`src/bmpdec_pkg.sv`:
```
// Shared types and constants of the BMP 24-bit to ARGB decoder.
// No dependencies; every file of the block but bmpdec_if imports this package.
`default_nettype none

package bmpdec_pkg;

  // Width in bits of the internal image dimension fields.
  localparam int unsigned DIM_W     = 15;
  localparam int unsigned OUT_DIM_W = 13;
  localparam int unsigned INDEX_W   = 24;

  localparam int unsigned HDR_LEN       = 54;
  localparam logic [15:0] BMP_SIGNATURE = 16'h4D42;
  localparam logic [15:0] BMP_BPP       = 16'd24;
  localparam logic [31:0] BI_RGB        = 32'd0;
  localparam logic [7:0]  ALPHA_OPAQUE  = 8'hFF;

  localparam logic [1:0] RES_HEADER = 2'd0;
  localparam logic [1:0] RES_PIXEL  = 2'd1;
  localparam logic [1:0] RES_ERROR  = 2'd2;

  localparam logic [2:0] ERR_NONE        = 3'd0;
  localparam logic [2:0] ERR_TOO_SHORT   = 3'd1;
  localparam logic [2:0] ERR_SIGNATURE   = 3'd2;
  localparam logic [2:0] ERR_PLANES      = 3'd3;
  localparam logic [2:0] ERR_BIT_COUNT   = 3'd4;
  localparam logic [2:0] ERR_COMPRESSION = 3'd5;
  localparam logic [2:0] ERR_DIMENSIONS  = 3'd6;
  localparam logic [2:0] ERR_PLACEMENT   = 3'd7;

  localparam int unsigned APB_ADDR_W      = 3;
  localparam logic [0:0]  REG_FILE_LENGTH = 1'b0;

  localparam int unsigned QUEUE_DEPTH = 4;
  localparam int unsigned QPTR_W      = $clog2(QUEUE_DEPTH);
  localparam int unsigned QCNT_W      = $clog2(QUEUE_DEPTH + 1);

  typedef enum logic [1:0] {
    CMD_HEADER,
    CMD_ERROR,
    CMD_PIXEL
  } cmd_kind_e;

  // One request from the parser to the pixel engine.
  typedef struct packed {
    cmd_kind_e            kind;
    logic [2:0]           err;
    logic [7:0]           data;
    logic [DIM_W-1:0]     width;
    logic [DIM_W-1:0]     height;
    logic                 top_down;
    logic [INDEX_W-1:0]   base;
  } cmd_t;

endpackage

`default_nettype wire

```
`src/bmpdec_if.sv`:
```
// Stream interfaces of the decoder: the byte input and the result output.
// Depends on nothing; used by the top level, the parser and the pixel engine.
`default_nettype none

interface bmpdec_in_if;
  logic       valid;
  logic       ready;
  logic [7:0] data_byte;
  logic       first_byte;

  modport source (output valid, output data_byte, output first_byte, input ready);
  modport sink   (input valid, input data_byte, input first_byte, output ready);
endinterface

interface bmpdec_out_if;
  logic        valid;
  logic        ready;
  logic [1:0]  result_kind;
  logic [2:0]  error_code;
  logic [12:0] image_width;
  logic [12:0] image_height;
  logic [31:0] pixel_argb;
  logic [23:0] pixel_index;
  logic        last_pixel;

  modport source (output valid, output result_kind, output error_code, output image_width,
                  output image_height, output pixel_argb, output pixel_index,
                  output last_pixel, input ready);
  modport sink   (input valid, input result_kind, input error_code, input image_width,
                  input image_height, input pixel_argb, input pixel_index,
                  input last_pixel, output ready);
endinterface

`default_nettype wire

```
`src/bmpdec_front.sv`:
```
// Header parser: accepts file bytes, latches and checks the header and
// forwards header, error and pixel-byte requests. Uses bmpdec_pkg and bmpdec_in_if.
`default_nettype none

module bmpdec_front import bmpdec_pkg::*; #(
  parameter int unsigned MAX_WIDTH  = 4096,
  parameter int unsigned MAX_HEIGHT = 4096
) (
  input  wire logic        clk_i,
  input  wire logic        rst_ni,
  bmpdec_in_if.sink        in_i,
  input  wire logic [31:0] file_length_i,
  input  wire logic        q_full_i,
  output logic             push_o,
  output cmd_t             cmd_o
);

  localparam int unsigned WW     = $clog2(MAX_WIDTH + 1);
  localparam int unsigned HW     = $clog2(MAX_HEIGHT + 1);
  localparam int unsigned RBW    = WW + 2;
  localparam int unsigned PW     = RBW + HW;
  localparam int unsigned BPW    = WW + HW;
  localparam int unsigned NEED_W = 33;

  localparam logic [31:0] POS_OFFSET = 32'd10;
  localparam logic [31:0] POS_WIDTH  = 32'd18;
  localparam logic [31:0] POS_HEIGHT = 32'd22;
  localparam logic [31:0] POS_PLANES = 32'd26;
  localparam logic [31:0] POS_BPP    = 32'd28;
  localparam logic [31:0] POS_COMP   = 32'd30;
  localparam logic [31:0] POS_CHECK  = 32'(HDR_LEN - 1);

  typedef enum logic [1:0] {
    PH_HEADER,
    PH_SKIP,
    PH_PIXELS,
    PH_DONE
  } phase_e;

  phase_e phase_q, phase_d, cur_phase;
  logic [31:0] pos_q, pos_d, cur_pos;
  logic [15:0] sig_q, sig_d, planes_q, planes_d, bpp_q, bpp_d;
  logic [31:0] offset_q, offset_d, rw_q, rw_d, rh_q, rh_d, comp_q, comp_d;

  logic [PW-1:0]      prod_q;
  logic [NEED_W-1:0]  need_q;
  logic [INDEX_W-1:0] base_q;

  logic               accept;
  logic               top_down;
  logic [31:0]        h_abs;
  logic [WW-1:0]      w_trim;
  logic [HW-1:0]      h_trim, h_m1;
  logic [RBW-1:0]     rb_sum, row_bytes;
  logic [BPW-1:0]     bprod;
  logic               dims_bad, place_bad;
  logic [2:0]         hdr_err;
  logic [7:0]         b;

  function automatic logic [31:0] put_byte(input logic [31:0] old, input logic [1:0] k,
                                           input logic [7:0] val);
    logic [31:0] r;
    r = old;
    r[8*k +: 8] = val;
    return r;
  endfunction

  assign in_i.ready = !q_full_i;
  assign accept     = in_i.valid && in_i.ready;
  assign b          = in_i.data_byte;
  assign cur_phase  = in_i.first_byte ? PH_HEADER : phase_q;
  assign cur_pos    = in_i.first_byte ? '0 : pos_q;

  // Size arithmetic runs every cycle on the latched fields; the fields settle
  // well before the last header byte, so the registered results are current.
  assign top_down  = rh_q[31];
  assign h_abs     = top_down ? (32'd0 - rh_q) : rh_q;
  assign w_trim    = rw_q[WW-1:0];
  assign h_trim    = h_abs[HW-1:0];
  assign h_m1      = h_trim - HW'(1);
  assign rb_sum    = RBW'({w_trim, 1'b0}) + RBW'(w_trim) + RBW'(3);
  assign row_bytes = {rb_sum[RBW-1:2], 2'b00};
  assign bprod     = BPW'(h_m1) * BPW'(w_trim);

  always_ff @(posedge clk_i) begin
    prod_q <= PW'(row_bytes) * PW'(h_trim);
    need_q <= NEED_W'(offset_q) + NEED_W'(prod_q);
    base_q <= INDEX_W'(bprod);
  end

  assign dims_bad = (rw_q == '0) || rw_q[31] || (h_abs == '0) ||
                    (rw_q > 32'(MAX_WIDTH)) || (h_abs > 32'(MAX_HEIGHT));
  assign place_bad = (offset_q < 32'(HDR_LEN)) || (offset_q >= file_length_i) ||
                     (need_q > NEED_W'(file_length_i));

  always_comb begin
    if (sig_q != BMP_SIGNATURE) begin
      hdr_err = ERR_SIGNATURE;
    end else if (planes_q != 16'd1) begin
      hdr_err = ERR_PLANES;
    end else if (bpp_q != BMP_BPP) begin
      hdr_err = ERR_BIT_COUNT;
    end else if (comp_q != BI_RGB) begin
      hdr_err = ERR_COMPRESSION;
    end else if (dims_bad) begin
      hdr_err = ERR_DIMENSIONS;
    end else if (place_bad) begin
      hdr_err = ERR_PLACEMENT;
    end else begin
      hdr_err = ERR_NONE;
    end
  end

  always_comb begin
    phase_d  = phase_q;
    pos_d    = pos_q;
    sig_d    = sig_q;
    offset_d = offset_q;
    rw_d     = rw_q;
    rh_d     = rh_q;
    planes_d = planes_q;
    bpp_d    = bpp_q;
    comp_d   = comp_q;
    push_o   = 1'b0;
    cmd_o    = '0;
    cmd_o.kind = CMD_PIXEL;
    cmd_o.data = b;
    if (accept) begin
      pos_d   = cur_pos + 32'd1;
      phase_d = cur_phase;
      case (cur_phase)
        PH_HEADER: begin
          if (cur_pos == '0 && file_length_i < 32'(HDR_LEN)) begin
            push_o     = 1'b1;
            cmd_o.kind = CMD_ERROR;
            cmd_o.err  = ERR_TOO_SHORT;
            phase_d    = PH_DONE;
          end else begin
            if (cur_pos < 32'd2) begin
              sig_d = 16'(put_byte(32'(sig_q), 2'(cur_pos), b));
            end else if (cur_pos >= POS_OFFSET && cur_pos < POS_OFFSET + 32'd4) begin
              offset_d = put_byte(offset_q, 2'(cur_pos - POS_OFFSET), b);
            end else if (cur_pos >= POS_WIDTH && cur_pos < POS_WIDTH + 32'd4) begin
              rw_d = put_byte(rw_q, 2'(cur_pos - POS_WIDTH), b);
            end else if (cur_pos >= POS_HEIGHT && cur_pos < POS_HEIGHT + 32'd4) begin
              rh_d = put_byte(rh_q, 2'(cur_pos - POS_HEIGHT), b);
            end else if (cur_pos >= POS_PLANES && cur_pos < POS_PLANES + 32'd2) begin
              planes_d = 16'(put_byte(32'(planes_q), 2'(cur_pos - POS_PLANES), b));
            end else if (cur_pos >= POS_BPP && cur_pos < POS_BPP + 32'd2) begin
              bpp_d = 16'(put_byte(32'(bpp_q), 2'(cur_pos - POS_BPP), b));
            end else if (cur_pos >= POS_COMP && cur_pos < POS_COMP + 32'd4) begin
              comp_d = put_byte(comp_q, 2'(cur_pos - POS_COMP), b);
            end
            if (cur_pos == POS_CHECK) begin
              push_o = 1'b1;
              if (hdr_err != ERR_NONE) begin
                cmd_o.kind = CMD_ERROR;
                cmd_o.err  = hdr_err;
                phase_d    = PH_DONE;
              end else begin
                cmd_o.kind     = CMD_HEADER;
                cmd_o.width    = rw_q[DIM_W-1:0];
                cmd_o.height   = h_abs[DIM_W-1:0];
                cmd_o.top_down = top_down;
                cmd_o.base     = top_down ? '0 : base_q;
                phase_d        = PH_SKIP;
              end
            end
          end
        end
        PH_SKIP: begin
          if (cur_pos == offset_q) begin
            push_o  = 1'b1;
            phase_d = PH_PIXELS;
          end
        end
        PH_PIXELS: begin
          push_o = 1'b1;
        end
        default: begin
        end
      endcase
    end
  end

  always_ff @(posedge clk_i or negedge rst_ni) begin
    if (!rst_ni) begin
      phase_q <= PH_HEADER;
      pos_q   <= '0;
    end else begin
      phase_q <= phase_d;
      pos_q   <= pos_d;
    end
  end

  // Every header field is rewritten before it is checked, so no reset here.
  always_ff @(posedge clk_i) begin
    sig_q    <= sig_d;
    offset_q <= offset_d;
    rw_q     <= rw_d;
    rh_q     <= rh_d;
    planes_q <= planes_d;
    bpp_q    <= bpp_d;
    comp_q   <= comp_d;
  end

endmodule

`default_nettype wire

```
`src/bmpdec_queue.sv`:
```
// Short request queue between the header parser and the pixel engine.
// Uses cmd_t and the queue depth from bmpdec_pkg.
`default_nettype none

module bmpdec_queue import bmpdec_pkg::*; (
  input  wire logic clk_i,
  input  wire logic rst_ni,
  input  wire logic push_i,
  input  cmd_t      cmd_i,
  output logic      full_o,
  input  wire logic pop_i,
  output logic      valid_o,
  output cmd_t      cmd_o
);

  cmd_t              entries_q [QUEUE_DEPTH];
  logic [QPTR_W-1:0] wr_ptr_q, rd_ptr_q;
  logic [QCNT_W-1:0] count_q;
  logic              do_push, do_pop;

  assign full_o  = (count_q == QCNT_W'(QUEUE_DEPTH));
  assign valid_o = (count_q != '0);
  assign cmd_o   = entries_q[rd_ptr_q];
  assign do_push = push_i && !full_o;
  assign do_pop  = pop_i && valid_o;

  function automatic logic [QPTR_W-1:0] next_ptr(input logic [QPTR_W-1:0] p);
    return (p == QPTR_W'(QUEUE_DEPTH - 1)) ? '0 : p + QPTR_W'(1);
  endfunction

  always_ff @(posedge clk_i or negedge rst_ni) begin
    if (!rst_ni) begin
      wr_ptr_q <= '0;
      rd_ptr_q <= '0;
      count_q  <= '0;
    end else begin
      if (do_push) begin
        wr_ptr_q <= next_ptr(wr_ptr_q);
      end
      if (do_pop) begin
        rd_ptr_q <= next_ptr(rd_ptr_q);
      end
      if (do_push && !do_pop) begin
        count_q <= count_q + QCNT_W'(1);
      end else if (do_pop && !do_push) begin
        count_q <= count_q - QCNT_W'(1);
      end
    end
  end

  always_ff @(posedge clk_i) begin
    if (do_push) begin
      entries_q[wr_ptr_q] <= cmd_i;
    end
  end

endmodule

`default_nettype wire

```
`src/bmpdec_back.sv`:
```
// Pixel engine: turns queued requests into header, error and ARGB pixel
// results with their destination index. Uses bmpdec_pkg and bmpdec_out_if.
`default_nettype none

module bmpdec_back import bmpdec_pkg::*; #(
  parameter int unsigned MAX_WIDTH  = 4096,
  parameter int unsigned MAX_HEIGHT = 4096
) (
  input  wire logic clk_i,
  input  wire logic rst_ni,
  input  wire logic q_valid_i,
  input  cmd_t      q_cmd_i,
  output logic      q_pop_o,
  bmpdec_out_if.source out_o
);

  localparam int unsigned WW = $clog2(MAX_WIDTH + 1);
  localparam int unsigned HW = $clog2(MAX_HEIGHT + 1);

  logic               out_valid_q, out_valid_d;
  logic               active_q, active_d;
  logic [1:0]         channel_q, channel_d, pad_q, pad_d;
  logic [WW-1:0]      col_q, col_d, img_w_q, img_w_d;
  logic [HW-1:0]      row_q, row_d, img_h_q, img_h_d;
  logic               top_down_q, top_down_d;
  logic [INDEX_W-1:0] base_q, base_d;
  logic [7:0]         blue_q, blue_d, green_q, green_d;

  logic [1:0]           kind_q, res_kind;
  logic [2:0]           err_q, res_err;
  logic [OUT_DIM_W-1:0] width_q, height_q, res_width, res_height;
  logic [31:0]          argb_q, res_argb;
  logic [INDEX_W-1:0]   index_q, res_index;
  logic                 last_q, res_last;

  logic          emit, free;
  logic [WW:0]   col_inc;
  logic [HW:0]   row_inc;
  logic          col_wrap, row_last;

  assign free    = !out_valid_q || out_o.ready;
  assign q_pop_o = q_valid_i && free;

  assign col_inc  = (WW+1)'(col_q) + (WW+1)'(1);
  assign row_inc  = (HW+1)'(row_q) + (HW+1)'(1);
  assign col_wrap = (col_inc >= (WW+1)'(img_w_q));
  assign row_last = (row_inc >= (HW+1)'(img_h_q));

  always_comb begin
    active_d   = active_q;
    channel_d  = channel_q;
    pad_d      = pad_q;
    col_d      = col_q;
    row_d      = row_q;
    img_w_d    = img_w_q;
    img_h_d    = img_h_q;
    top_down_d = top_down_q;
    base_d     = base_q;
    blue_d     = blue_q;
    green_d    = green_q;
    emit       = 1'b0;
    res_kind   = RES_HEADER;
    res_err    = ERR_NONE;
    res_width  = '0;
    res_height = '0;
    res_argb   = '0;
    res_index  = '0;
    res_last   = 1'b0;
    if (q_pop_o) begin
      case (q_cmd_i.kind)
        CMD_HEADER: begin
          emit       = 1'b1;
          res_kind   = RES_HEADER;
          res_width  = q_cmd_i.width[OUT_DIM_W-1:0];
          res_height = q_cmd_i.height[OUT_DIM_W-1:0];
          img_w_d    = q_cmd_i.width[WW-1:0];
          img_h_d    = q_cmd_i.height[HW-1:0];
          top_down_d = q_cmd_i.top_down;
          base_d     = q_cmd_i.base;
          active_d   = 1'b1;
          channel_d  = '0;
          pad_d      = '0;
          col_d      = '0;
          row_d      = '0;
        end
        CMD_ERROR: begin
          emit     = 1'b1;
          res_kind = RES_ERROR;
          res_err  = q_cmd_i.err;
          active_d = 1'b0;
        end
        CMD_PIXEL: begin
          // Bytes that follow the last pixel of an image are dropped here.
          if (active_q) begin
            if (pad_q != '0) begin
              pad_d = pad_q - 2'd1;
            end else if (channel_q == 2'd0) begin
              blue_d    = q_cmd_i.data;
              channel_d = 2'd1;
            end else if (channel_q == 2'd1) begin
              green_d   = q_cmd_i.data;
              channel_d = 2'd2;
            end else begin
              emit      = 1'b1;
              channel_d = 2'd0;
              res_kind  = RES_PIXEL;
              res_argb  = {ALPHA_OPAQUE, q_cmd_i.data, green_q, blue_q};
              res_index = base_q + INDEX_W'(col_q);
              res_last  = row_last && col_wrap;
              if (row_last && col_wrap) begin
                active_d = 1'b0;
              end else if (col_wrap) begin
                col_d  = '0;
                row_d  = row_inc[HW-1:0];
                pad_d  = img_w_q[1:0];
                base_d = top_down_q ? base_q + INDEX_W'(img_w_q)
                                    : base_q - INDEX_W'(img_w_q);
              end else begin
                col_d = col_inc[WW-1:0];
              end
            end
          end
        end
        default: begin
        end
      endcase
    end
    out_valid_d = emit ? 1'b1 : (out_valid_q && !out_o.ready);
  end

  always_ff @(posedge clk_i or negedge rst_ni) begin
    if (!rst_ni) begin
      out_valid_q <= 1'b0;
      active_q    <= 1'b0;
      channel_q   <= '0;
      pad_q       <= '0;
      col_q       <= '0;
      row_q       <= '0;
    end else begin
      out_valid_q <= out_valid_d;
      active_q    <= active_d;
      channel_q   <= channel_d;
      pad_q       <= pad_d;
      col_q       <= col_d;
      row_q       <= row_d;
    end
  end

  always_ff @(posedge clk_i) begin
    img_w_q    <= img_w_d;
    img_h_q    <= img_h_d;
    top_down_q <= top_down_d;
    base_q     <= base_d;
    blue_q     <= blue_d;
    green_q    <= green_d;
    if (emit) begin
      kind_q   <= res_kind;
      err_q    <= res_err;
      width_q  <= res_width;
      height_q <= res_height;
      argb_q   <= res_argb;
      index_q  <= res_index;
      last_q   <= res_last;
    end
  end

  assign out_o.valid        = out_valid_q;
  assign out_o.result_kind  = kind_q;
  assign out_o.error_code   = err_q;
  assign out_o.image_width  = width_q;
  assign out_o.image_height = height_q;
  assign out_o.pixel_argb   = argb_q;
  assign out_o.pixel_index  = index_q;
  assign out_o.last_pixel   = last_q;

endmodule

`default_nettype wire

```
`src/bmp24_to_argb_decoder_core.sv`:
```
// Requests cross the queue; results leave a register. Throughput: one byte per
// cycle while the queue has room, set by the single-byte parse step of the header
// parser and the one-request-per-cycle pixel engine behind a 4-entry queue.
// Reset (rst_ni low, asynchronous): parser in header phase at byte 0, queue and
// output empty, file_length 0. No clearing pass; bytes are taken right after reset.
// Depends on bmpdec_pkg, bmpdec_if, bmpdec_front, bmpdec_queue and bmpdec_back.
`default_nettype none

module bmp24_to_argb_decoder_core import bmpdec_pkg::*; #(
  parameter int unsigned MAX_WIDTH  = 4096,
  parameter int unsigned MAX_HEIGHT = 4096
) (
  input  wire logic                  clk_i,
  input  wire logic                  rst_ni,
  bmpdec_in_if.sink                  in_i,
  bmpdec_out_if.source               out_o,
  input  wire logic                  psel,
  input  wire logic                  penable,
  input  wire logic                  pwrite,
  input  wire logic [APB_ADDR_W-1:0] paddr,
  input  wire logic [31:0]           pwdata,
  output logic [31:0]                prdata,
  output logic                       pready
);

  logic [31:0] file_length_q;
  logic        cfg_write;
  logic        front_push, q_full, q_pop, q_valid;
  cmd_t        front_cmd, q_cmd;

  assign pready    = 1'b1;
  assign cfg_write = psel && penable && pwrite && pready &&
                     (paddr[APB_ADDR_W-1:2] == REG_FILE_LENGTH);
  assign prdata    = (paddr[APB_ADDR_W-1:2] == REG_FILE_LENGTH) ? file_length_q : '0;

  always_ff @(posedge clk_i or negedge rst_ni) begin
    if (!rst_ni) begin
      file_length_q <= '0;
    end else if (cfg_write) begin
      file_length_q <= pwdata;
    end
  end

  bmpdec_front #(
    .MAX_WIDTH  (MAX_WIDTH),
    .MAX_HEIGHT (MAX_HEIGHT)
  ) u_front (
    .clk_i         (clk_i),
    .rst_ni        (rst_ni),
    .in_i          (in_i),
    .file_length_i (file_length_q),
    .q_full_i      (q_full),
    .push_o        (front_push),
    .cmd_o         (front_cmd)
  );

  bmpdec_queue u_queue (
    .clk_i   (clk_i),
    .rst_ni  (rst_ni),
    .push_i  (front_push),
    .cmd_i   (front_cmd),
    .full_o  (q_full),
    .pop_i   (q_pop),
    .valid_o (q_valid),
    .cmd_o   (q_cmd)
  );

  bmpdec_back #(
    .MAX_WIDTH  (MAX_WIDTH),
    .MAX_HEIGHT (MAX_HEIGHT)
  ) u_back (
    .clk_i     (clk_i),
    .rst_ni    (rst_ni),
    .q_valid_i (q_valid),
    .q_cmd_i   (q_cmd),
    .q_pop_o   (q_pop),
    .out_o     (out_o)
  );

  // The parser must never issue a request into a full queue.
  a_push_room: assert property (@(posedge clk_i) disable iff (!rst_ni)
    front_push |-> !q_full)
    else $error("request pushed into a full queue");

  a_pop_data: assert property (@(posedge clk_i) disable iff (!rst_ni)
    q_pop |-> q_valid)
    else $error("pixel engine popped an empty queue");

  a_cfg_write: assert property (@(posedge clk_i) disable iff (!rst_ni)
    cfg_write |=> (file_length_q == $past(pwdata)))
    else $error("file_length write was not taken");

endmodule

`default_nettype wire
```
`src/flat_wrapper.sv`:
```
// flat-port wrapper written by rule: the top's interface ports become plain ports
module bmp24_to_argb_decoder_core_flat import bmpdec_pkg::*;
#(
  parameter int unsigned MAX_WIDTH  = 4096,
  parameter int unsigned MAX_HEIGHT = 4096
)
  (clk_i, rst_ni, psel, penable, pwrite, paddr, pwdata, prdata, pready, in_i_valid, in_i_data_byte, in_i_first_byte, in_i_ready, out_o_valid, out_o_result_kind, out_o_error_code, out_o_image_width, out_o_image_height, out_o_pixel_argb, out_o_pixel_index, out_o_last_pixel, out_o_ready);
  bmpdec_in_if in_i_i ();
  bmpdec_out_if out_o_i ();
  input  wire logic clk_i;
  input  wire logic rst_ni;
  input  wire logic psel;
  input  wire logic penable;
  input  wire logic pwrite;
  input  wire logic [APB_ADDR_W-1:0] paddr;
  input  wire logic [31:0] pwdata;
  output logic [31:0] prdata;
  output logic pready;
  input wire logic [$bits(in_i_i.valid)-1:0] in_i_valid;
  input wire logic [$bits(in_i_i.data_byte)-1:0] in_i_data_byte;
  input wire logic [$bits(in_i_i.first_byte)-1:0] in_i_first_byte;
  output wire logic [$bits(in_i_i.ready)-1:0] in_i_ready;
  output wire logic [$bits(out_o_i.valid)-1:0] out_o_valid;
  output wire logic [$bits(out_o_i.result_kind)-1:0] out_o_result_kind;
  output wire logic [$bits(out_o_i.error_code)-1:0] out_o_error_code;
  output wire logic [$bits(out_o_i.image_width)-1:0] out_o_image_width;
  output wire logic [$bits(out_o_i.image_height)-1:0] out_o_image_height;
  output wire logic [$bits(out_o_i.pixel_argb)-1:0] out_o_pixel_argb;
  output wire logic [$bits(out_o_i.pixel_index)-1:0] out_o_pixel_index;
  output wire logic [$bits(out_o_i.last_pixel)-1:0] out_o_last_pixel;
  input wire logic [$bits(out_o_i.ready)-1:0] out_o_ready;
  assign in_i_i.valid = in_i_valid;
  assign in_i_i.data_byte = in_i_data_byte;
  assign in_i_i.first_byte = in_i_first_byte;
  assign in_i_ready = in_i_i.ready;
  assign out_o_valid = out_o_i.valid;
  assign out_o_result_kind = out_o_i.result_kind;
  assign out_o_error_code = out_o_i.error_code;
  assign out_o_image_width = out_o_i.image_width;
  assign out_o_image_height = out_o_i.image_height;
  assign out_o_pixel_argb = out_o_i.pixel_argb;
  assign out_o_pixel_index = out_o_i.pixel_index;
  assign out_o_last_pixel = out_o_i.last_pixel;
  assign out_o_i.ready = out_o_ready;
  bmp24_to_argb_decoder_core #(.MAX_WIDTH(MAX_WIDTH), .MAX_HEIGHT(MAX_HEIGHT)) u_core (.clk_i(clk_i), .rst_ni(rst_ni), .in_i(in_i_i), .out_o(out_o_i), .psel(psel), .penable(penable), .pwrite(pwrite), .paddr(paddr), .pwdata(pwdata), .prdata(prdata), .pready(pready));
endmodule
```
`config.mk`:
```
export PLATFORM = sky130hd
export DESIGN_NAME = bmp24_to_argb_decoder_core_flat
export DESIGN_NICKNAME = d
export VERILOG_FILES = /design/src/bmpdec_pkg.sv /design/src/bmpdec_if.sv /design/src/bmpdec_front.sv /design/src/bmpdec_queue.sv /design/src/bmpdec_back.sv /design/src/bmp24_to_argb_decoder_core.sv /design/src/flat_wrapper.sv
export SDC_FILE = /design/constraint.sdc
export NUM_CORES = 2
export LEC_CHECK = 0
export BUFFER_PORTS_ARGS = -buffer_cell sky130_fd_sc_hd__buf_4
export CORE_ASPECT_RATIO = 0.9
export CORE_UTILIZATION = 45
export DETAILED_ROUTE_END_ITERATION = 7
export GPL_TIMING_DRIVEN = 0
export PLACE_DENSITY = 0.64
export SETUP_SLACK_MARGIN = 0.4
export SLEW_MARGIN = 20
export SYNTH_ARGS = -nofsm -noshare
export SYNTH_HDL_FRONTEND = slang
export SYNTH_HIERARCHICAL = 1
export SYNTH_SLANG_ARGS = --single-unit
```
`constraint.sdc`:
```
create_clock -name clk_i -period 9.15 [get_ports clk_i]
set_input_delay 0.4575 -clock clk_i [delete_from_list [all_inputs] [get_ports clk_i]]
set_output_delay 0.4575 -clock clk_i [all_outputs]
set_load 0.02 [all_outputs]
```
==> impl_results.md <==
- Status: completed
- Initial antenna violation count: 3
- Mean routed wirelength per cell: 20.2 microns
- Crit share post-route: 0.911
- Routed wire length: 119000 microns
- Post-layout min period: about 8.3 ns
- Hold_sp: pwdata[1]
- M1 GR Usage: 0.319
- Worst setup SP type: flip-flop
- DR vias: 32700
- Post-route ant nets: 0
- Peak per-stage delay on the critical path: around 0.54 ns
- P&R area growth vs syn: 13.7%
- PortBufs: between 150 and 200
- Setup violators final: 0
- Total GRT Usage: 0.222
- Max clock buf depth: 3
- Worst EP arrival: roughly 8.9 ns
- Antenna Cells: 0
- Hpwl dp: 89700 microns
- Final setup TNS: 0 ns
- Vias in the first global route: between 30000 and 40000
- Cell Rows: between 100 and 150
- Die X: about 350 microns
- Die Span Y: approximately 310 microns
- Clk slew on worst S/H paths: around 0.06 ns
- Initial DRC Count: 2663
- Final #Nets: just over 5000
- CP Capture Type: flip-flop
- Worst slew margin: 0.224
- Final Skew: approximately 0.021 ns
- Fraction of layout cells with a size suffix above 1: 0.133
- HP Class: input port to flip-flop
- Pwr dens: between 200 and 250 mW/mm^2
- RSZ-0062 raised after global routing: true
- DRC viols: 0
- Synthesized net count: 4789
- Clk_lat worst skew: around 0.65 ns
- Max Freq: around 120 MHz
- Reg-to-Reg Start: u_core/u_front/rh_q[0]$_DFFE_PP_
- Crit path kind: flip-flop to flip-flop
- Hold Crit Depth: 2
- Global-route wire length before repair: about 190000 microns
- CTS tree: yes
- YS warnings: 6
- Avg Cell Area, Syn: around 12 sq um
- Starting density of the core: 0.455
- IO Count: around 170
- Grt met2 use: 0.345
- Total Power Consumption: 12.0 mW
- H-tree Lvls: 3
- Mapped Area: 0.0480 sq mm
- Met3 Usage GRT: 0.0393
- Mapped Cells: between 4000 and 5000
- Max VDD drop: between 0.15 and 0.2 mV
- Clock sink count: between 700 and 800
- Final number of max-transition violations: 0
- WP data required: a little under 10 ns
- Gpl congestion: 0.955
- Congestion Overflow GR: 0
- Core area: approximately 0.11 sq mm
- 1st-pass router iterations: 5
- Pin count of the biggest net entering global routing: 67
- Vias per cell: about 5.6
- Worst-margin pin slew: 1.16 ns
- GRT Max-Usage Layer: met2
- Fin. Hold Viols: 0
- Static Leak: between 20 and 25 nW
- Crit path max fanout: 11
- CP max-delay cell: fa_1
- Clock root buffer master: clkbuf_16
- Crit. Startpoint: u_core/u_front/rh_q[0]$_DFFE_PP_
- MaxCap Viol Count: 0
- Most frequent CP cell: fa_1
- Reg2Reg Depth: 29
- DIE AREA: approximately 0.11 sq mm
- CTS Buf Count: between 80 and 90
## critical path: cells and delay by family, from the launching register on
family / cells / cell delay, ns
xor gates and xnor gates: 3 / 0.66
and+or+nand+nor: 5 / 0.79
DFF: 1 / 0.50
buffers and inverters: 7 / 1.06
AOI/OAI and AO/OA: 7 / 1.97
adders and majority gates: 7 / 3.16
## routing by layer
metal / vias up / share of wire / wire length, microns
li1: 15200 / - / -
met1: 16300 / 0.45 / 53900
met2: 1124 / 0.45 / 53500
met3: 175 / 0.072 / 8540
met4: 0 / 0.025 / 3030
met5: - / 0 / 0
## through the flow
stage                     hold WS (ns)  worst slack (ns)   util  instances  cell area [sq um]
after floorplan                  0.162              1.34      -       4160              48000
after global placement           0.468            -0.646  0.483       5710              51000
after detailed placement         0.425            -0.665  0.486       5724              51300
after CTS                      0.00814             0.376  0.514       5883              54300
after global routing            0.0175             0.361  0.517       5893              54600
final                           0.0429             0.814  0.517       5893              54600
## report_power, final
| part | internal, mW | total, mW | leakage, nW | switching [mW] |
|---|---|---|---|---|
| logic | 1.69 | 3.98 | 13.6 | 2.29 |
| registers | 4.36 | 4.58 | 7.32 | 0.219 |
| clock network | 2.06 | 3.48 | 1.36 | 1.42 |
## flip-flops by register name, summed over array words and instances, names as in the netlist, 25 cells and up
name and flops:
u_core/u_front/rh_q 32, u_core/u_front/prod_q 26, u_core/u_queue/entries_q 256, u_core/u_front/pos_q 32, u_core/file_length_q 32, u_core/u_back/out_o.pixel_argb 25
u_core/u_front/offset_q 32, u_core/u_front/need_q 33, u_core/u_front/comp_q 32, u_core/u_front/rw_q 32
## layout make-up
cell class	count	area, sq um
repair buffers	197	1620
inverters	445	1670
plain buffers	166	911
fillers	9089	51100
clock buffers	117	2300
well taps	1380	1730
clock inverters	39	553
multi-input cells	2781	24100
flip-flops and latches	768	21700
## placed cells by master, fill, tap and decap left out, types with 26 or more instances in the layout
cell	n
nor3_1	57
buf_4	199
nand2_1	287
xor2_1	72
fa_1	245
inv_1	442
xnor2_1	141
ha_1	332
and2_1	178
dfrtp_1	105
nand2b_1	46
nor4_1	46
a21oi_1	116
mux2_2	26
dfxtp_1	83
nor2b_1	52
and3_1	42
a21o_1	40
clkbuf_1	129
nor2_1	344
nand4_1	44
mux4_2	64
o21ai_0	123
edfxtp_1	580
nand3_1	76
a31oi_1	42
mux2_4	32
clkbuf_16	85
## final timing paths
check,endpoint,slack (ns)
hold reg to reg,u_core/u_front/need_q[2]$_DFF_P_,0.49
max in group asynchronous,u_core/file_length_q[18]$_DFFE_PN0P_,8.12
hold / removal,u_core/file_length_q[1]$_DFFE_PN0P_,0.04
setup / recovery,u_core/u_front/base_q[23]$_DFF_P_,0.81
min in group asynchronous,u_core/u_queue/count_q[0]$_DFFE_PN0P_,0.30
setup reg to reg,u_core/u_front/base_q[23]$_DFF_P_,0.81
## repair_timing
| action | 4_1_cts | 5_1_grt |
|---|---|---|
| endpoints found under the hold margin | 39 | 0 |
| pin swaps | 1 | 6 |
| buffers inserted | 2 | 10 |
| hold buffers | 1 | 0 |
| setup endpoints to repair | 14 | 10 |
| resized for setup | 21 | 41 |
Power figures use the tool's default switching activity.
